## src/rtl/string_match_automaton_transitions_macros.svh

```systemverilog
// assertion macros for the string match automaton transition block
// depends on clk and rst being visible where a macro is used
`ifndef STRING_MATCH_AUTOMATON_TRANSITIONS_MACROS_SVH
`define STRING_MATCH_AUTOMATON_TRANSITIONS_MACROS_SVH
`ifndef NO_ASSERTIONS
// same-cycle implication
`define SMAT_ASSERT_IMP(label, ante, cons) \
  label: assert property (@(posedge clk) disable iff (rst) (ante) |-> (cons)) \
    else $error("smat check failed");
// next-cycle implication
`define SMAT_ASSERT_NEXT(label, ante, cons) \
  label: assert property (@(posedge clk) disable iff (rst) (ante) |=> (cons)) \
    else $error("smat check failed");
`else
`define SMAT_ASSERT_IMP(label, ante, cons)
`define SMAT_ASSERT_NEXT(label, ante, cons)
`endif
`endif

```

## src/rtl/smat_pkg.sv

```systemverilog
// shared types and constants for the string match automaton transition block
// no dependencies
package smat_pkg;

  // default sizes
  localparam int MAX_PATTERN_DEF = 32;
  localparam int MAX_SIGNALS_DEF = 64;

  // item kind codes
  localparam logic KIND_LOAD  = 1'b0;
  localparam logic KIND_QUERY = 1'b1;

  // result status codes
  typedef enum logic [1:0] {
    ST_OK    = 2'd0,
    ST_RANGE = 2'd1,
    ST_FULL  = 2'd2
  } smat_status_t;

  // sequencer states
  typedef enum logic [1:0] {
    S_IDLE,
    S_ISSUE,
    S_CMP,
    S_EMIT
  } smat_state_t;

  // compare unit control: compare against the signal instead of a second symbol
  typedef struct packed {
    logic       use_sig;
    logic [7:0] sig;
  } smat_cmp_ctl_t;

endpackage

```

## src/rtl/smat_cmd_if.sv

```systemverilog
// input item channel: valid/ready plus the load or query fields
// no dependencies
interface smat_cmd_if;
  logic       valid;
  logic       ready;
  logic       kind;
  logic [7:0] symbol;
  logic       restart;
  logic [4:0] query_state;

  modport source (output valid, kind, symbol, restart, query_state, input ready);
  modport sink (input valid, kind, symbol, restart, query_state, output ready);
endinterface

```

## src/rtl/smat_res_if.sv

```systemverilog
// result item channel: valid/ready plus one transition entry
// no dependencies
interface smat_res_if;
  logic       valid;
  logic       ready;
  logic [5:0] signal_index;
  logic [5:0] next_state;
  logic       last;
  logic [1:0] status;

  modport source (output valid, signal_index, next_state, last, status, input ready);
  modport sink (input valid, signal_index, next_state, last, status, output ready);
endinterface

```

## src/rtl/smat_store.sv

```systemverilog
// pattern store with one write port, two registered read ports and the shared
// symbol comparator; depends on smat_pkg
module smat_store #(
  parameter int DEPTH = smat_pkg::MAX_PATTERN_DEF,
  parameter int AW    = $clog2(smat_pkg::MAX_PATTERN_DEF)
) (
  input  logic                    clk,
  input  logic                    wr_en,
  input  logic [AW-1:0]           wr_addr,
  input  logic [7:0]              wr_data,
  input  logic [AW-1:0]           rd_addr_a,
  input  logic [AW-1:0]           rd_addr_b,
  input  smat_pkg::smat_cmp_ctl_t cmp_ctl,
  output logic                    match
);
  import smat_pkg::*;

  logic [7:0] mem [DEPTH];
  logic [7:0] rd_a;
  logic [7:0] rd_b;

  // write and registered reads
  always_ff @(posedge clk) begin
    if (wr_en) begin
      mem[wr_addr] <= wr_data;
    end
    rd_a <= mem[rd_addr_a];
    rd_b <= mem[rd_addr_b];
  end

  // compare the prefix symbol with either the shifted pattern symbol or the signal
  assign match = (rd_a == (cmp_ctl.use_sig ? cmp_ctl.sig : rd_b));

endmodule

```

## src/rtl/string_match_automaton_transitions.sv

```systemverilog
// top level: transition rows of a pattern-matching automaton, computed on demand
// depends on smat_pkg, smat_cmd_if, smat_res_if, smat_store and the macros header
//
//   channel  | dir | handshake      | payload
//   cmd      | in  | valid / ready  | kind, symbol, restart, query_state
//   res      | out | valid / ready  | signal_index, next_state, last, status
//   cfg      | in  | cfg_we         | cfg_data = signal_count
//
// a load is accepted, then its result goes into the output register
// a query takes, for each signal, an issue step and a compare step per symbol compare
// of the shift walk, then emits the entry
// the walk is bounded by the single compare unit and its registered store reads
// cmd is ready only while idle; a held result stalls the walk before the next entry
// rst clears the pattern length, signal count (to 2) and control; no clearing pass
`include "string_match_automaton_transitions_macros.svh"

module string_match_automaton_transitions #(
  parameter int MAX_PATTERN = smat_pkg::MAX_PATTERN_DEF,
  parameter int MAX_SIGNALS = smat_pkg::MAX_SIGNALS_DEF
) (
  input  logic       clk,
  input  logic       rst,
  smat_cmd_if.sink   cmd,
  smat_res_if.source res,
  input  logic       cfg_we,
  input  logic [6:0] cfg_data
);
  import smat_pkg::*;

  localparam int AW = $clog2(MAX_PATTERN);
  localparam int LW = $clog2(MAX_PATTERN + 1);
  localparam int SW = $clog2(MAX_SIGNALS);

  smat_state_t   state, state_next;
  logic [LW-1:0] pat_len, pat_len_next;
  logic [6:0]    sig_cnt;
  logic [AW-1:0] q_r, q_next;
  logic [AW-1:0] j, j_next;
  logic [AW-1:0] d, d_next;
  logic [SW-1:0] sig, sig_next;
  logic [SW-1:0] sig_last, sig_last_next;
  logic [5:0]    res_ns, res_ns_next;
  smat_status_t  res_status, res_status_next;
  logic          res_last, res_last_next;

  logic          ov;
  logic [5:0]    o_idx;
  logic [5:0]    o_ns;
  logic          o_last;
  smat_status_t  o_status;

  logic [LW-1:0] len_eff;
  logic          q_ok;
  logic [SW-1:0] n_minus1;
  logic [AW-1:0] diag;
  logic [LW-1:0] k_val;
  logic          emit_fire;
  logic          wr_en;
  logic          match;
  smat_cmp_ctl_t cmp_ctl;

  // pattern store and compare unit
  smat_store #(
    .DEPTH (MAX_PATTERN),
    .AW    (AW)
  ) u_store (
    .clk       (clk),
    .wr_en     (wr_en),
    .wr_addr   (AW'(len_eff)),
    .wr_data   (cmd.symbol),
    .rd_addr_a (j),
    .rd_addr_b (AW'(j + d)),
    .cmp_ctl   (cmp_ctl),
    .match     (match)
  );

  // derived values
  assign len_eff   = cmd.restart ? '0 : pat_len;
  assign q_ok      = (32'(cmd.query_state) < 32'(pat_len));
  assign diag      = AW'(q_r - d);
  assign k_val     = LW'(LW'(q_r) - LW'(d) + LW'(1));
  assign emit_fire = (state == S_EMIT) && (!ov || res.ready);

  always_comb begin
    if (sig_cnt == 7'd0) begin
      n_minus1 = '0;
    end else if (sig_cnt > 7'(MAX_SIGNALS)) begin
      n_minus1 = SW'(MAX_SIGNALS - 1);
    end else begin
      n_minus1 = SW'(sig_cnt - 7'd1);
    end
  end

  // the last symbol of each candidate prefix is checked against the signal
  assign cmp_ctl.use_sig = (j == diag);
  assign cmp_ctl.sig     = 8'(sig);

  // sequencer
  always_comb begin
    state_next      = state;
    pat_len_next    = pat_len;
    q_next          = q_r;
    j_next          = j;
    d_next          = d;
    sig_next        = sig;
    sig_last_next   = sig_last;
    res_ns_next     = res_ns;
    res_status_next = res_status;
    res_last_next   = res_last;
    wr_en           = 1'b0;
    unique case (state)
      S_IDLE: begin
        if (cmd.valid) begin
          sig_next      = '0;
          res_last_next = 1'b1;
          state_next    = S_EMIT;
          if (cmd.kind == KIND_LOAD) begin
            if (len_eff == LW'(MAX_PATTERN)) begin
              pat_len_next    = len_eff;
              res_ns_next     = 6'(len_eff);
              res_status_next = ST_FULL;
            end else begin
              wr_en           = 1'b1;
              pat_len_next    = LW'(len_eff + LW'(1));
              res_ns_next     = 6'(LW'(len_eff + LW'(1)));
              res_status_next = ST_OK;
            end
          end else if (!q_ok) begin
            res_ns_next     = '0;
            res_status_next = ST_RANGE;
          end else begin
            q_next          = AW'(cmd.query_state);
            j_next          = AW'(cmd.query_state);
            d_next          = '0;
            sig_last_next   = n_minus1;
            res_status_next = ST_OK;
            state_next      = S_ISSUE;
          end
        end
      end
      S_ISSUE: begin
        state_next = S_CMP;
      end
      S_CMP: begin
        if (match) begin
          if (j == '0) begin
            // whole candidate prefix matches
            res_ns_next   = 6'(k_val);
            res_last_next = (sig == sig_last);
            state_next    = S_EMIT;
          end else begin
            j_next     = AW'(j - AW'(1));
            state_next = S_ISSUE;
          end
        end else if (d == q_r) begin
          // no prefix fits
          res_ns_next   = '0;
          res_last_next = (sig == sig_last);
          state_next    = S_EMIT;
        end else begin
          // try the next shorter prefix
          d_next     = AW'(d + AW'(1));
          j_next     = AW'(diag - AW'(1));
          state_next = S_ISSUE;
        end
      end
      S_EMIT: begin
        if (emit_fire) begin
          if (res_last) begin
            state_next = S_IDLE;
          end else begin
            sig_next   = SW'(sig + SW'(1));
            j_next     = q_r;
            d_next     = '0;
            state_next = S_ISSUE;
          end
        end
      end
      default: state_next = S_IDLE;
    endcase
  end

  // control registers
  always_ff @(posedge clk) begin
    if (rst) begin
      state   <= S_IDLE;
      pat_len <= '0;
      sig_cnt <= 7'd2;
      ov      <= 1'b0;
    end else begin
      state   <= state_next;
      pat_len <= pat_len_next;
      if (cfg_we) begin
        sig_cnt <= cfg_data;
      end
      if (emit_fire) begin
        ov <= 1'b1;
      end else if (res.ready) begin
        ov <= 1'b0;
      end
    end
  end

  // working and output payload registers
  always_ff @(posedge clk) begin
    q_r        <= q_next;
    j          <= j_next;
    d          <= d_next;
    sig        <= sig_next;
    sig_last   <= sig_last_next;
    res_ns     <= res_ns_next;
    res_status <= res_status_next;
    res_last   <= res_last_next;
    if (emit_fire) begin
      o_idx    <= 6'(sig);
      o_ns     <= res_ns;
      o_last   <= res_last;
      o_status <= res_status;
    end
  end

  // ports
  assign cmd.ready        = (state == S_IDLE);
  assign res.valid        = ov;
  assign res.signal_index = o_idx;
  assign res.next_state   = o_ns;
  assign res.last         = o_last;
  assign res.status       = o_status;

  // checks
  `SMAT_ASSERT_IMP(a_len_bound, 1'b1, 32'(pat_len) <= 32'(MAX_PATTERN))
  `SMAT_ASSERT_IMP(a_walk_bound, state == S_ISSUE, (32'(j) + 32'(d)) <= 32'(q_r))
  `SMAT_ASSERT_NEXT(a_row_end, emit_fire && res_last, state == S_IDLE)
  `SMAT_ASSERT_IMP(a_query_len, state == S_CMP, 32'(q_r) < 32'(pat_len))

endmodule

```

## src/flat_wrapper.sv

```systemverilog
// flat-port wrapper written by rule: the top's interface ports become plain ports
module string_match_automaton_transitions_flat import smat_pkg::*;
#(
  parameter int MAX_PATTERN = smat_pkg::MAX_PATTERN_DEF,
  parameter int MAX_SIGNALS = smat_pkg::MAX_SIGNALS_DEF
)
  (clk, rst, cfg_we, cfg_data, cmd_valid, cmd_kind, cmd_symbol, cmd_restart, cmd_query_state, cmd_ready, res_valid, res_signal_index, res_next_state, res_last, res_status, res_ready);
  smat_cmd_if cmd_i ();
  smat_res_if res_i ();
  input  logic clk;
  input  logic rst;
  input  logic cfg_we;
  input  logic [6:0] cfg_data;
  input wire logic [$bits(cmd_i.valid)-1:0] cmd_valid;
  input wire logic [$bits(cmd_i.kind)-1:0] cmd_kind;
  input wire logic [$bits(cmd_i.symbol)-1:0] cmd_symbol;
  input wire logic [$bits(cmd_i.restart)-1:0] cmd_restart;
  input wire logic [$bits(cmd_i.query_state)-1:0] cmd_query_state;
  output wire logic [$bits(cmd_i.ready)-1:0] cmd_ready;
  output wire logic [$bits(res_i.valid)-1:0] res_valid;
  output wire logic [$bits(res_i.signal_index)-1:0] res_signal_index;
  output wire logic [$bits(res_i.next_state)-1:0] res_next_state;
  output wire logic [$bits(res_i.last)-1:0] res_last;
  output wire logic [$bits(res_i.status)-1:0] res_status;
  input wire logic [$bits(res_i.ready)-1:0] res_ready;
  assign cmd_i.valid = cmd_valid;
  assign cmd_i.kind = cmd_kind;
  assign cmd_i.symbol = cmd_symbol;
  assign cmd_i.restart = cmd_restart;
  assign cmd_i.query_state = cmd_query_state;
  assign cmd_ready = cmd_i.ready;
  assign res_valid = res_i.valid;
  assign res_signal_index = res_i.signal_index;
  assign res_next_state = res_i.next_state;
  assign res_last = res_i.last;
  assign res_status = res_i.status;
  assign res_i.ready = res_ready;
  string_match_automaton_transitions #(.MAX_PATTERN(MAX_PATTERN), .MAX_SIGNALS(MAX_SIGNALS)) u_core (.clk(clk), .rst(rst), .cmd(cmd_i), .res(res_i), .cfg_we(cfg_we), .cfg_data(cfg_data));
endmodule
```

## config.mk

```make
export PLATFORM = sky130hd
export DESIGN_NAME = string_match_automaton_transitions_flat
export DESIGN_NICKNAME = d
export VERILOG_FILES = /design/src/rtl/smat_pkg.sv /design/src/rtl/smat_cmd_if.sv /design/src/rtl/smat_res_if.sv /design/src/rtl/smat_store.sv /design/src/rtl/string_match_automaton_transitions.sv /design/src/flat_wrapper.sv
export VERILOG_INCLUDE_DIRS = /design/src /design/src/rtl
export SDC_FILE = /design/constraint.sdc
export NUM_CORES = 1
export LEC_CHECK = 0
export BUFFER_PORTS_ARGS = -buffer_cell sky130_fd_sc_hd__buf_2
export CORE_ASPECT_RATIO = 0.75
export CORE_MARGIN = 3
export CORE_UTILIZATION = 35
export CTS_BUF_LIST = sky130_fd_sc_hd__clkbuf_16
export DETAILED_ROUTE_END_ITERATION = 6
export PLACE_DENSITY = 0.61
export RECOVER_POWER = 50
export SYNTH_ARGS = -nofsm -noshare
export SYNTH_HDL_FRONTEND = slang
export SYNTH_SLANG_ARGS = --single-unit
```

## constraint.sdc

```tcl
create_clock -name clk -period 4.7 [get_ports clk]
set_input_delay 0.94 -clock clk [delete_from_list [all_inputs] [get_ports clk]]
set_output_delay 0.94 -clock clk [all_outputs]
set_load 0.005 [all_outputs]
```

==> impl_metrics.env <==
export IMPL_antenna_cells=0
export IMPL_r2r_setup_slack_ns=0.29
export IMPL_tightest_slew_ns=1.42
export IMPL_htree_levels=2
export IMPL_timing_rr_start="u_core.d[2]"
export IMPL_ys_seq_area_share_pct=61.1
export IMPL_setup_tns_final_ns=0
export IMPL_core_rowCount=67
export IMPL_ys_types=53
export IMPL_syn_area_mm2=0.0161
export IMPL_clock_sinks=339
export IMPL_cts_path_max_buffers=3
export IMPL_grt_pass1_wl_mm=60.9
export IMPL_routed_via_count=9081
export IMPL_power_switching_mw=2.09
export IMPL_status="complete, no violations"
export IMPL_critPathKind="flip-flop to flip-flop"
export IMPL_ys_top_cells_by_area="edfxtp_1 (57%), mux4_2 (22%), dfxtp_1 (4.0%), ha_1 (2.1%), nor2_1 (1.7%)"
export IMPL_setup_violations=0
export IMPL_avgSynthCellArea_um2=17.6
export IMPL_synthCells=919
export IMPL_irDropWorstVdd_uv=325
export IMPL_grt_max_degree=58
export IMPL_hold_class="flip-flop to flip-flop"
export IMPL_cts_root_buffer="clkbuf_16"
export IMPL_worst_clock_skew_ns=0.00744
export IMPL_synth_top_area_share_pct=57.2
export IMPL_rsz0062_at_grt="false"
export IMPL_startpoint_type="flip-flop"
export IMPL_area_growth_pct=14.5
export IMPL_ys_async_sr_fraction_pct=0
export IMPL_grt_overflow=0
export IMPL_numCtsBuffers=37
export IMPL_fin_crit_ns=4.41
export IMPL_nets=1073
export IMPL_grt_usage_pct=17.2
export IMPL_synth_edf_count=307
export IMPL_dp_hpwl_mm=27.8
export IMPL_crit_end="u_core.j[4]"
export IMPL_p_comb_share_pct=22.0
export IMPL_holdWs_ns=0.418
export IMPL_swShare_pct=26.5
export IMPL_layout_drive_gt1_share_pct=29.5
export IMPL_fp_dieH_um=192
export IMPL_r2r_cells=15
export IMPL_ctsResizeCount=0
export IMPL_p_clk_share_pct=33.7
export IMPL_finalHoldViolations=0
export IMPL_core_area_mm2=0.0451
export IMPL_yosysTopAreaCell="edfxtp_1"
export IMPL_grt_pass1_vias=8945
export IMPL_die_area_mm2=0.0487
export IMPL_fin_crit_sh_pct=93.9
export IMPL_wl_per_cell_um=25.5
export IMPL_synthesis_nets=977
export IMPL_antenna_found_initial=0
export IMPL_p_int_mw=5.80
export IMPL_dr_pass1_iters=5
export IMPL_start_util_pct=35.8
export IMPL_power_frac_seq_pct=44.3
export IMPL_ant_nets=0
export IMPL_crit_required_ns=4.93
export IMPL_io_pin_count=44
export IMPL_wl_mm=41.5
export IMPL_fin_total_pwr_mw=7.89
export IMPL_drtIter0Drc=1083
export IMPL_drv_cap=0
export IMPL_port_buffers=43
export IMPL_clkLatencyLatePin_ns=0.51
export IMPL_drc=0
export IMPL_pwr_density_cell_mw_per_mm2=427
export IMPL_worst_setup_path_end_kind="flip-flop"
export IMPL_p_leak_nw=6.10
export IMPL_timing_fmax_mhz=227
export IMPL_critPathArrivalTime_ns=4.64
export IMPL_synth_flop_cell="edfxtp_1"
export IMPL_r2r_end="u_core.j[4]"
export IMPL_cts_reportedPaths_clkPinSlew_ns=0.06
export IMPL_startpoint="u_core.d[2]"
export IMPL_path_max_fanout=11
export IMPL_routabilityCongestion=0.865
export IMPL_routed_via_density=5.59
export IMPL_final_max_slew_viol_count=0
export IMPL_cts_tree="built"
export IMPL_ys_ff_latch=339
export IMPL_yosys_warnings=0
export IMPL_dieWidth_um=254
export IMPL_relSlewSlack_pct=5.32
-- cells in the final DEF, fill, tap and decap left out, types with 3 or more instances in the layout --
cell       instances
a21o_1             9
a21oi_1           17
a31oi_1            4
a32o_1             3
and2_1             3
and3_1             5
buf_2             12
buf_4             58
clkbuf_1          33
clkbuf_16         39
clkinv_1           8
clkinv_2           4
dfxtp_1           32
edfxtp_1         307
fa_1               3
ha_1              26
inv_1             40
mux2_2            17
mux2i_1           11
mux4_2           160
nand2_1           38
nand2b_1           4
nand3_1           10
nor2_1            72
nor3_1            13
nor3b_1            3
o21ai_0           18
o31ai_1            3
or3_1              3
xnor2_1           25
xor2_1            18
-- power by group through the flow --
stage          logic, mW  registers, mW  clock network, mW
6_report            1.73           3.50               2.66
5_1_grt             1.86           3.51               2.84
4_1_cts             1.76           3.50               2.72
3_5_place_dp        1.75           3.56                  0
3_3_place_gp        1.74           3.56                  0
2_1_floorplan       1.21           3.52                  0
-- critical path, cell delays in order (launching register included) --
cell and delay [ns]:
edfxtp_1 0.46, inv_1 0.08, ha_1 0.41, and3b_1 0.26, or3_4 0.40, a2111oi_4 0.41
mux2i_1 0.25, o221ai_1 0.16, nor4_2 0.33, buf_4 0.25, mux2i_1 0.26, ha_1 0.26
nor3b_1 0.25, xnor2_1 0.09, o211ai_1 0.16, a31oi_1 0.10
-- synth_stat cells (5+ instances only) --
library cell,instances
mux2i_1,11
edfxtp_1,307
xor2_1,18
inv_1,32
mux2_2,17
ha_1,27
dfxtp_1,32
mux4_2,160
nor3_1,13
o21ai_0,18
nand3_1,10
nor2_1,72
a21oi_1,17
clkbuf_1,33
a21o_1,9
and3_1,5
nand2_1,38
xnor2_1,27
buf_1,14
-- flip-flops by register name, indices dropped and copies added (netlist names) --
name                     flops
u_core.res_last              1
u_core.q_r                   5
u_core.u_store.mem         256
u_core.res.next_state        6
u_core.sig_cnt               7
u_core.res.status            2
u_core.res_ns                6
u_core.j                     5
u_core.res.signal_index      6
u_core.sig_last              6
u_core.res_status            2
u_core.u_store.rd_b          8
u_core.res.valid             1
u_core.state                 2
u_core.d                     5
u_core.pat_len               6
u_core.u_store.rd_a          8
u_core.res.last              1
u_core.sig                   6
-- per-stage QoR --
stage	instances	utilization, %	instance area (µm²)	setup WS [ns]
4_1_cts	1624	41.1	18500	0.252
3_5_place_dp	1562	38.6	17400	0.277
6_report	1624	41.0	18500	0.288
3_3_place_gp	1562	38.6	17400	0.381
2_1_floorplan	919	-	16100	0.497
5_1_grt	1624	41.0	18500	0.0200
-- metal layers --
| layer | GRT usage (%) | wire length (µm) | vias up |
|---|---|---|---|
| met2 | 25.2 | 18200 | 382 |
| met1 | 26.7 | 19100 | 4717 |
| met3 | 2.92 | 3320 | 61 |
| met5 | 0 | 0 | - |
| met4 | 4.12 | 862 | 0 |
| li1 | - | - | 3921 |
-- logic make-up after synthesis --
logic type                 after synthesis  synth area share, %
buffers and inverters                   80                 1.91
xor gates and xnor gates                45                 2.44
muxes                                  189                 24.3
and+or+nand+nor                        162                 4.51
AOI/OAI and AO/OA                       71                 2.99
adders and majority gates               33                 2.72
DFF                                    339                 61.1
-- final cells by class --
class                   count  area (µm²)
fillers                  4003       26600
multi-input cells         500        6000
well taps                 586         733
flip-flops and latches    339        9860
inverters                  32         120
clock inverters            23         126
repair buffers            105         659
clock buffers              39         976
-- how the worst min path moves through the flow --
stage	start	endpoint	slack [ns]	depth (start not counted)
after floorplan	u_core.res_ns[0]	u_core.res.next_state[0]	0.40	0
after global placement	u_core.res_status[0]	u_core.res.status[0]	0.41	0
after detailed placement	u_core.res_status[1]	u_core.res.status[1]	0.41	0
after CTS	u_core.res_status[1]	u_core.res.status[1]	0.42	0
after global routing	u_core.res_status[1]	u_core.res.status[1]	0.43	0
final	u_core.res_status[1]	u_core.res.status[1]	0.42	0
-- repair_timing --
action / 4_1_cts / 5_1_grt
hold endpoints to repair: 0 / 0
setup buffers: 0 / 0
hold buffers: 0 / 0
setup endpoints to repair: 0 / 1
Note: power is estimated with default switching activity, not from simulation.
